--- src/bsq_pkg.sv ---
// shared types, constants and a helper for the byte set with successor query
`timescale 1ns / 1ps

package bsq_pkg;

  localparam int unsigned SEG_BITS    = 4;
  localparam int unsigned SEG_SIZE    = 1 << SEG_BITS;
  localparam int unsigned KIND_W      = 2;
  localparam int unsigned VALUE_W     = 8;
  localparam int unsigned COUNT_W     = 9;
  localparam int unsigned IN_TDATA_W  = 8;
  localparam int unsigned OUT_TDATA_W = 24;
  localparam int unsigned OUT_TUSER_W = 1;

  typedef enum logic [KIND_W-1:0] {
    KIND_ADD    = 2'd0,
    KIND_REMOVE = 2'd1,
    KIND_MEMBER = 2'd2,
    KIND_LOWER  = 2'd3
  } kind_t;

  // control part of the token that walks the row of cells
  typedef struct packed {
    logic  valid;
    kind_t kind;
    logic  found;
    logic  changed;
  } tok_ctl_t;

  // position of the lowest set bit of one segment
  function automatic logic [SEG_BITS-1:0] lowest_set(input logic [SEG_SIZE-1:0] v);
    logic [SEG_BITS-1:0] r;
    r = '0;
    for (int i = SEG_SIZE - 1; i >= 0; i--) begin
      if (v[i]) begin
        r = SEG_BITS'(i);
      end
    end
    return r;
  endfunction

endpackage

--- src/byte_set_with_successor_query.sv ---
// top level: set of element values with add, remove, member and lower bound
//
//  channel | handshake           | tdata                                  | tuser
//  in_     | in_tvalid/in_tready  | [7:0] value                            | [1:0] kind
//  out_    | out_tvalid/out_tready| [7:0] result_value, [16:8] member_count| [0] found
//
// an item walks the row of 2^(ELEMENT_BITS-4) cells, one cell per cycle (16 by default),
// then waits in a result holding stage before the output register:
// out_tvalid rises once the result is loaded into the output register, one item in flight.
// in_tready returns once the result sits in the output register, so items do not overlap.
// reset (synchronous, rst_n low) empties the set and zeroes the count at once.
// a stalled output holds its item; the next result waits in the holding stage, in_tready low.
`timescale 1ns / 1ps

module byte_set_with_successor_query #(
  parameter int unsigned ELEMENT_BITS = 8
) (
  input  logic                               clk,
  input  logic                               rst_n,
  input  logic                               in_tvalid,
  output logic                               in_tready,
  input  logic [bsq_pkg::IN_TDATA_W-1:0]     in_tdata,   // [7:0] value
  input  logic [bsq_pkg::KIND_W-1:0]         in_tuser,   // [1:0] kind
  output logic                               out_tvalid,
  input  logic                               out_tready,
  output logic [bsq_pkg::OUT_TDATA_W-1:0]    out_tdata,  // [7:0] result_value, [16:8] member_count
  output logic [bsq_pkg::OUT_TUSER_W-1:0]    out_tuser   // [0] found
);
  import bsq_pkg::*;

  localparam int unsigned EW    = ELEMENT_BITS;
  localparam int unsigned NCELL = 1 << (EW - SEG_BITS);
  localparam int unsigned CW    = EW + 1;

  tok_ctl_t      ctl_c [NCELL+1];
  logic [EW-1:0] idx_c [NCELL+1];
  logic [EW-1:0] hit_c [NCELL+1];

  logic                busy_r, busy_nxt;
  logic [CW-1:0]       count_r, count_nxt;
  logic                pend_valid_r, pend_valid_nxt;
  logic                pend_found_r;
  logic [VALUE_W-1:0]  pend_value_r;
  logic [COUNT_W-1:0]  pend_count_r;
  logic                out_valid_r, out_valid_nxt;
  logic                out_found_r;
  logic [VALUE_W-1:0]  out_value_r;
  logic [COUNT_W-1:0]  out_count_r;

  logic     in_accept;
  logic     move;
  tok_ctl_t ctl_exit;

  assign in_tready = !busy_r;
  assign in_accept = in_tvalid && in_tready;

  assign ctl_c[0] = {in_accept, kind_t'(in_tuser), 1'b0, 1'b0};
  assign idx_c[0] = EW'(in_tdata);
  assign hit_c[0] = '0;

  for (genvar k = 0; k < NCELL; k++) begin : g_cell
    bsq_cell #(
      .ELEMENT_BITS (EW),
      .CELL_IDX     (k)
    ) u_cell (
      .clk     (clk),
      .rst_n   (rst_n),
      .ctl_in  (ctl_c[k]),
      .idx_in  (idx_c[k]),
      .hit_in  (hit_c[k]),
      .ctl_out (ctl_c[k+1]),
      .idx_out (idx_c[k+1]),
      .hit_out (hit_c[k+1])
    );
  end

  assign ctl_exit = ctl_c[NCELL];
  assign move     = pend_valid_r && (!out_valid_r || out_tready);

  always_comb begin
    count_nxt = count_r;
    if (ctl_exit.valid && ctl_exit.changed) begin
      case (ctl_exit.kind)
        KIND_ADD:    count_nxt = count_r + CW'(1);
        KIND_REMOVE: count_nxt = count_r - CW'(1);
        default:     count_nxt = count_r;
      endcase
    end
  end

  always_comb begin
    busy_nxt = busy_r;
    if (in_accept) begin
      busy_nxt = 1'b1;
    end else if (move) begin
      busy_nxt = 1'b0;
    end
  end

  always_comb begin
    pend_valid_nxt = pend_valid_r;
    if (ctl_exit.valid) begin
      pend_valid_nxt = 1'b1;
    end else if (move) begin
      pend_valid_nxt = 1'b0;
    end
  end

  always_comb begin
    out_valid_nxt = out_valid_r;
    if (move) begin
      out_valid_nxt = 1'b1;
    end else if (out_tready) begin
      out_valid_nxt = 1'b0;
    end
  end

  always_ff @(posedge clk) begin
    if (!rst_n) begin
      busy_r       <= 1'b0;
      count_r      <= '0;
      pend_valid_r <= 1'b0;
      out_valid_r  <= 1'b0;
    end else begin
      busy_r       <= busy_nxt;
      count_r      <= count_nxt;
      pend_valid_r <= pend_valid_nxt;
      out_valid_r  <= out_valid_nxt;
    end
  end

  always_ff @(posedge clk) begin
    if (ctl_exit.valid) begin
      pend_found_r <= ctl_exit.found;
      pend_value_r <= VALUE_W'(hit_c[NCELL]);
      pend_count_r <= COUNT_W'(count_nxt);
    end
    if (move) begin
      out_found_r <= pend_found_r;
      out_value_r <= pend_value_r;
      out_count_r <= pend_count_r;
    end
  end

  assign out_tvalid = out_valid_r;
  assign out_tdata  = {(OUT_TDATA_W - COUNT_W - VALUE_W)'(0), out_count_r, out_value_r};
  assign out_tuser  = out_found_r;

endmodule

--- src/bsq_cell.sv ---
// one cell of the row: a segment of the presence bitmap and a token stage
`timescale 1ns / 1ps

module bsq_cell #(
  parameter int unsigned ELEMENT_BITS = 8,
  parameter int unsigned CELL_IDX     = 0
) (
  input  logic                    clk,
  input  logic                    rst_n,
  input  bsq_pkg::tok_ctl_t       ctl_in,
  input  logic [ELEMENT_BITS-1:0] idx_in,
  input  logic [ELEMENT_BITS-1:0] hit_in,
  output bsq_pkg::tok_ctl_t       ctl_out,
  output logic [ELEMENT_BITS-1:0] idx_out,
  output logic [ELEMENT_BITS-1:0] hit_out
);
  import bsq_pkg::*;

  localparam int unsigned EW = ELEMENT_BITS;

  logic [SEG_SIZE-1:0] bits_r, bits_nxt;
  tok_ctl_t            ctl_r, ctl_nxt;
  logic [EW-1:0]       idx_r;
  logic [EW-1:0]       hit_r, hit_nxt;

  logic [EW-1:0]       seg_in;
  logic [EW-1:0]       my_seg;
  logic [EW-1:0]       base;
  logic                mine;
  logic                above;
  logic [SEG_BITS-1:0] pos;
  logic                bit_cur;
  logic [SEG_SIZE-1:0] cand;
  logic [SEG_BITS-1:0] low_pos;

  assign seg_in  = idx_in >> SEG_BITS;
  assign my_seg  = EW'(CELL_IDX);
  assign base    = my_seg << SEG_BITS;
  assign mine    = (seg_in == my_seg);
  assign above   = (my_seg > seg_in);
  assign pos     = idx_in[SEG_BITS-1:0];
  assign bit_cur = bits_r[pos];
  assign cand    = mine ? (bits_r & ({SEG_SIZE{1'b1}} << pos)) : (above ? bits_r : '0);
  assign low_pos = lowest_set(cand);

  always_comb begin
    bits_nxt = bits_r;
    ctl_nxt  = ctl_in;
    hit_nxt  = hit_in;
    if (ctl_in.valid) begin
      case (ctl_in.kind)
        KIND_ADD: begin
          if (mine && !bit_cur) begin
            bits_nxt[pos]   = 1'b1;
            ctl_nxt.changed = 1'b1;
          end
        end
        KIND_REMOVE: begin
          if (mine && bit_cur) begin
            bits_nxt[pos]   = 1'b0;
            ctl_nxt.changed = 1'b1;
            ctl_nxt.found   = 1'b1;
          end
        end
        KIND_MEMBER: begin
          if (mine) begin
            ctl_nxt.found = bit_cur;
          end
        end
        KIND_LOWER: begin
          if (!ctl_in.found && (cand != '0)) begin
            ctl_nxt.found = 1'b1;
            hit_nxt       = base | EW'(low_pos);
          end
        end
        default: begin
          ctl_nxt = ctl_in;
        end
      endcase
    end
  end

  always_ff @(posedge clk) begin
    if (!rst_n) begin
      bits_r <= '0;
      ctl_r  <= '0;
    end else begin
      bits_r <= bits_nxt;
      ctl_r  <= ctl_nxt;
    end
  end

  always_ff @(posedge clk) begin
    idx_r <= idx_in;
    hit_r <= hit_nxt;
  end

  assign ctl_out = ctl_r;
  assign idx_out = idx_r;
  assign hit_out = hit_r;

endmodule
--- config.mk ---
export PLATFORM = sky130hd
export DESIGN_NAME = byte_set_with_successor_query
export DESIGN_NICKNAME = d
export VERILOG_FILES = /design/src/bsq_pkg.sv /design/src/byte_set_with_successor_query.sv /design/src/bsq_cell.sv
export SDC_FILE = /design/constraint.sdc
export NUM_CORES = 2
export LEC_CHECK = 0
export BUFFER_PORTS_ARGS = -buffer_cell sky130_fd_sc_hd__buf_4
export CAP_MARGIN = 20
export CORE_MARGIN = 3
export CORE_UTILIZATION = 57
export DETAILED_ROUTE_END_ITERATION = 10
export GPL_TIMING_DRIVEN = 0
export PLACE_DENSITY = 0.72
export RECOVER_POWER = 100
export SETUP_SLACK_MARGIN = 0.5
export SLEW_MARGIN = 20
export SYNTH_ARGS = -nofsm -noshare
export SYNTH_HDL_FRONTEND = slang
export SYNTH_HIERARCHICAL = 1
export SYNTH_SLANG_ARGS = --single-unit
--- constraint.sdc ---
create_clock -name clk -period 7.98 [get_ports clk]
set_clock_uncertainty 0.15 [all_clocks]
set_input_delay 1.596 -clock clk [delete_from_list [all_inputs] [get_ports clk]]
set_output_delay 1.596 -clock clk [all_outputs]
set_load 0.05 [all_outputs]
### Word level (Yosys, flattened, before mapping)

Cells that the tools add are included.

| operators by class | value |
|---|---|
| bitwise logic cells | 67 |
| equal/unequal tests | 96 |
| multiplexer cells | 563 |
| reduce and logical (&&, ||, !) cells | 175 |
| $add $sub $neg | 2 |
| $lt $le $gt $ge | 48 |
| shifts and indexed selects | 16 |

Operators with widths:

| operator | number |
|---|---|
| $mux 16 | 64 |
| $mux 4 | 255 |
| $and 16x16->16 | 32 |
| $pmux 16 s2 | 16 |
| $mux 8 | 45 |
| $not 16->16 | 16 |
| $or 16x16->16 | 16 |
| $reduce_bool 16->1 | 16 |
| $shl 16x4->16 const A | 16 |
| $mux 1 | 85 |
| $lt 4x5->1 const B | 16 |
| $mux 5 | 16 |
| $logic_and 1x1->1 | 66 |
| $bmux 1 s4 | 16 |
| $demux 1 s4 | 16 |
| $eq 2x2->1 const B | 32 |
| $ge 4x1->1 const B | 16 |
| $ne 2x1->1 const B | 32 |
| $reduce_and 4->1 | 16 |
| $pmux 1 s3 | 16 |
| $reduce_bool 2->1 | 19 |
| $eq 2x1->1 const B | 17 |
| $logic_not 2->1 | 17 |
| $logic_not 1->1 | 33 |
| 22 further kinds | 78 |

| storage, ports and cells | value |
|---|---|
| output and inout port bits | 27 |
| input bits | 14 |
| logic and storage cells | 1092 |
| flip-flop bits (word level) | 632 |

### Longest topological paths before layout

| logic depth | value |
|---|---|
| depth after elaboration | 22 |
| gate-level depth with buffers | 10 |
| mapped depth without buffers | 8 |

### By module

Netlist, hierarchy kept.

Modules (own cells, without submodules):

| module | sequential area each (µm²) | cells each | area each (µm²) | times used |
|---|---|---|---|---|
| bsq_cell at g_cell[14].u_cell | 740.7 | 275 | 2344.7 | 1 |
| bsq_cell at g_cell[11].u_cell | 740.7 | 230 | 2200.9 | 1 |
| bsq_cell at g_cell[6].u_cell | 740.7 | 217 | 2095.8 | 1 |
| bsq_cell at g_cell[12].u_cell | 740.7 | 229 | 2054.5 | 1 |
| bsq_cell at g_cell[8].u_cell | 740.7 | 236 | 2030.7 | 1 |
| bsq_cell at g_cell[3].u_cell | 740.7 | 223 | 2025.7 | 1 |
| bsq_cell at g_cell[2].u_cell | 740.7 | 220 | 2024.4 | 1 |
| bsq_cell at g_cell[7].u_cell | 740.7 | 228 | 2021.9 | 1 |
| bsq_cell at g_cell[4].u_cell | 740.7 | 224 | 2005.7 | 1 |
| bsq_cell at g_cell[9].u_cell | 740.7 | 222 | 1989.4 | 1 |
| bsq_cell at g_cell[13].u_cell | 740.7 | 219 | 1983.2 | 1 |
| bsq_cell at g_cell[5].u_cell | 740.7 | 220 | 1981.9 | 1 |
| bsq_cell at g_cell[0].u_cell | 740.7 | 225 | 1973.1 | 1 |
| bsq_cell at g_cell[1].u_cell | 740.7 | 220 | 1944.4 | 1 |
| 3 more rows | n/a | n/a | n/a | n/a |

### Worst setup path before layout

Ideal clock, no wire load.

| timing path | value |
|---|---|
| path type | in2reg |
| start point | input in_tdata[1] in the netlist's numbering |
| end point | register (tool-made name) |
| buffers on the path | 0 |
| setup slack | 4.568 ns |
| arrival | 3.130 ns |
| stages on the path | 6 |
| cell sequence | mux4_1 > mux2_2 > xnor2_1 > nor4b_2 > nand2_1 > mux2i_1 |

RTL lines:

| item | line | RTL |
|---|---|---|
| start, declared | byte_set_with_successor_query.sv:22 | `input logic [bsq_pkg::IN_TDATA_W-1:0] in_tdata,` |

==> key figures <==
Clock tree
  • Post-CTS resize count: 0
  • Worst-Skew Late Latency: 0.61 ns
  • Num CTS Buffers: 69
  • Setup bufs post-CTS: 0
  • Hold_buf cts: 0
  • CTS tree: done
  • Clock Path Buffers: 3
  • CTS sink count: 632
  • Clk slew on worst S/H paths: 0.06 ns
  • Root buffer cell: clkbuf_16
  • H-tree Lvls: 3

Place
  • HPWL after detailed placement: 65.00 mm
  • Number of port buffers: 33
  • DP Area: 35,580 um^2
  • GP Congestion: 0.9938

Timing
  • Setup TNS: 0 ns
  • Final Hold Vio Count: 0
  • Max_slew headroom: -3.821%
  • Final Max Slew Viols: 9
  • Worst Max-Slew Pin Slew: 1.536 ns
  • Crit path time final: 4.289 ns
  • Final Setup Violations: 0
  • Max frequency: 233.2 MHz
  • Ratio of final minimum period to clock period: 53.74%
  • Unrepaired setup endpoints after global routing: no

GRT
  • Pin count of the biggest net entering global routing: 71
  • Gr busiest metal: met2
  • Total track usage: 27.63%
  • Antenna violations before repair: 0
  • Met1 usage in global routing: 38.51%
  • GR Util met3: 4.355%
  • Global route overflow: 0
  • GR Util met2: 44.03%
  • Number of global-route vias before repair: 27,860
  • First-pass GRT wire length: 145.3 mm

Route
  • Post-Route WL: 90.00 mm
  • DRC: 0
  • Total number of vias: 29,870
  • DRT Pass-1 Iters: 6
  • Drt wl/cell: 19.15 um
  • Vias/cell: 6.357
  • Drt first-iter violations: 2,710
  • Detail Route Antenna Nets: 0

Logic synthesis
  • Syn Area/Cell: 9.141 um^2
  • Cell count after synthesis: 3,751
  • Cell Area, Synth: 34,290 um^2
  • Yosys warns: 6

Finish
  • Share of post-route cells with drive strength above 1: 11.33%
  • Cell area after layout: 37,190 um^2
  • Antenna diodes: 0
  • Total Nets Final: 3,887
  • Most frequent cells in the layout: 596 x dfxtp_1, 432 x nand2_1, 229 x mux2i_1
  • Area growth from synthesis to layout: 8.470%
  • Leading cell type in the layout, fill and taps excluded: dfxtp_1

Floorplanning
  • Core area: 59,240 um^2
  • Io pins: 41
  • Initial Util: 57.88%
  • Num rows: 89
  • Die height: 251.3 um
  • Die Area: 63,130 um^2
  • Die Span X: 251.3 um

Run status
  • Outcome: finished, violations left
  • Failing checks: max-capacitance violations, max-slew violations

Setup path
  • R2R depth: 8
  • WP data required: 8.28 ns
  • Startpoint type of the worst setup path: flop
  • Worst reg2reg setup slack: 3.69 ns
  • Crit end category: flop
  • Crit-path max FO: 10
  • Worst Path Arrival: 4.58 ns
  • Setup CP Type: flop to flop

Power
  • Power Dens Cells: 186.7 nW/um^2
  • Worst vdd ir: 0.2009 mV
  • Power Total: 0.006942 W
  • Leak pwr: 13.72 nW

Flow run
  • Max-Cap Viols: 1

Hold path
  • Hold Crit Class: flop to flop
  • Hold path cells: 0
[path summary, 6_finish.rpt]
path | from | endpoint
setup / recovery | g_cell[1].u_cell/idx_out[0] | flop
hold / removal | g_cell[12].u_cell/idx_out[5] | g_cell[13].u_cell/idx_out[5]
setup reg to reg | g_cell[1].u_cell/idx_out[0] | flop
hold reg to reg | g_cell[12].u_cell/idx_out[5] | g_cell[13].u_cell/idx_out[5]
[final cells by class]
| type | count | area [um^2] |
|---|---|---|
| buffer | 238 | 1210 |
| clock buffer | 91 | 1942 |
| clock inverter | 34 | 326.6 |
| fill | 5083 | 22050 |
| inverter | 126 | 473.0 |
| multi-input combinational | 2771 | 19110 |
| sequential | 632 | 13010 |
| tap | 773 | 967.2 |
| timing repair buffer | 34 | 150.1 |
[worst max-delay path, stage by stage (launching register included)]
cell,delay [ns]
dfxtp_1,0.39
clkbuf_1,0.39
mux4_2,0.57
mux4_2,0.51
xnor2_1,0.14
nor4b_1,1.21
clkbuf_1,0.43
nand3_1,0.18
mux2i_1,0.16
[report_power, final]
part	internal (W)	switching [W]
logic	0.000146	0.000325
registers	0.00325	0.0000652
clock network	0.00183	0.00132
[per-stage QoR]
| stage | setup slack [ns] | hold WS, ns | utilization [%] | std cells |
|---|---|---|---|---|
| 2_1_floorplan | 4.568 | 0.1758 | - | 3767 |
| 5_1_grt | 3.526 | 0.2021 | 62.78 | 4699 |
| 4_1_cts | 4.613 | 0.1942 | 63.88 | 4699 |
| 3_5_place_dp | 4.039 | 0.1860 | 60.05 | 4574 |
| 6_report | 3.691 | 0.1936 | 62.78 | 4699 |
| 3_3_place_gp | 4.105 | 0.1826 | 60.03 | 4573 |
[layer usage]
layer,part of all wire [%],up-vias
met3,7.2,206
met5,0,-
met2,45,1274
met4,3.0,0
li1,-,14270
met1,45,14120
Note: power is estimated with default switching activity, not from simulation.
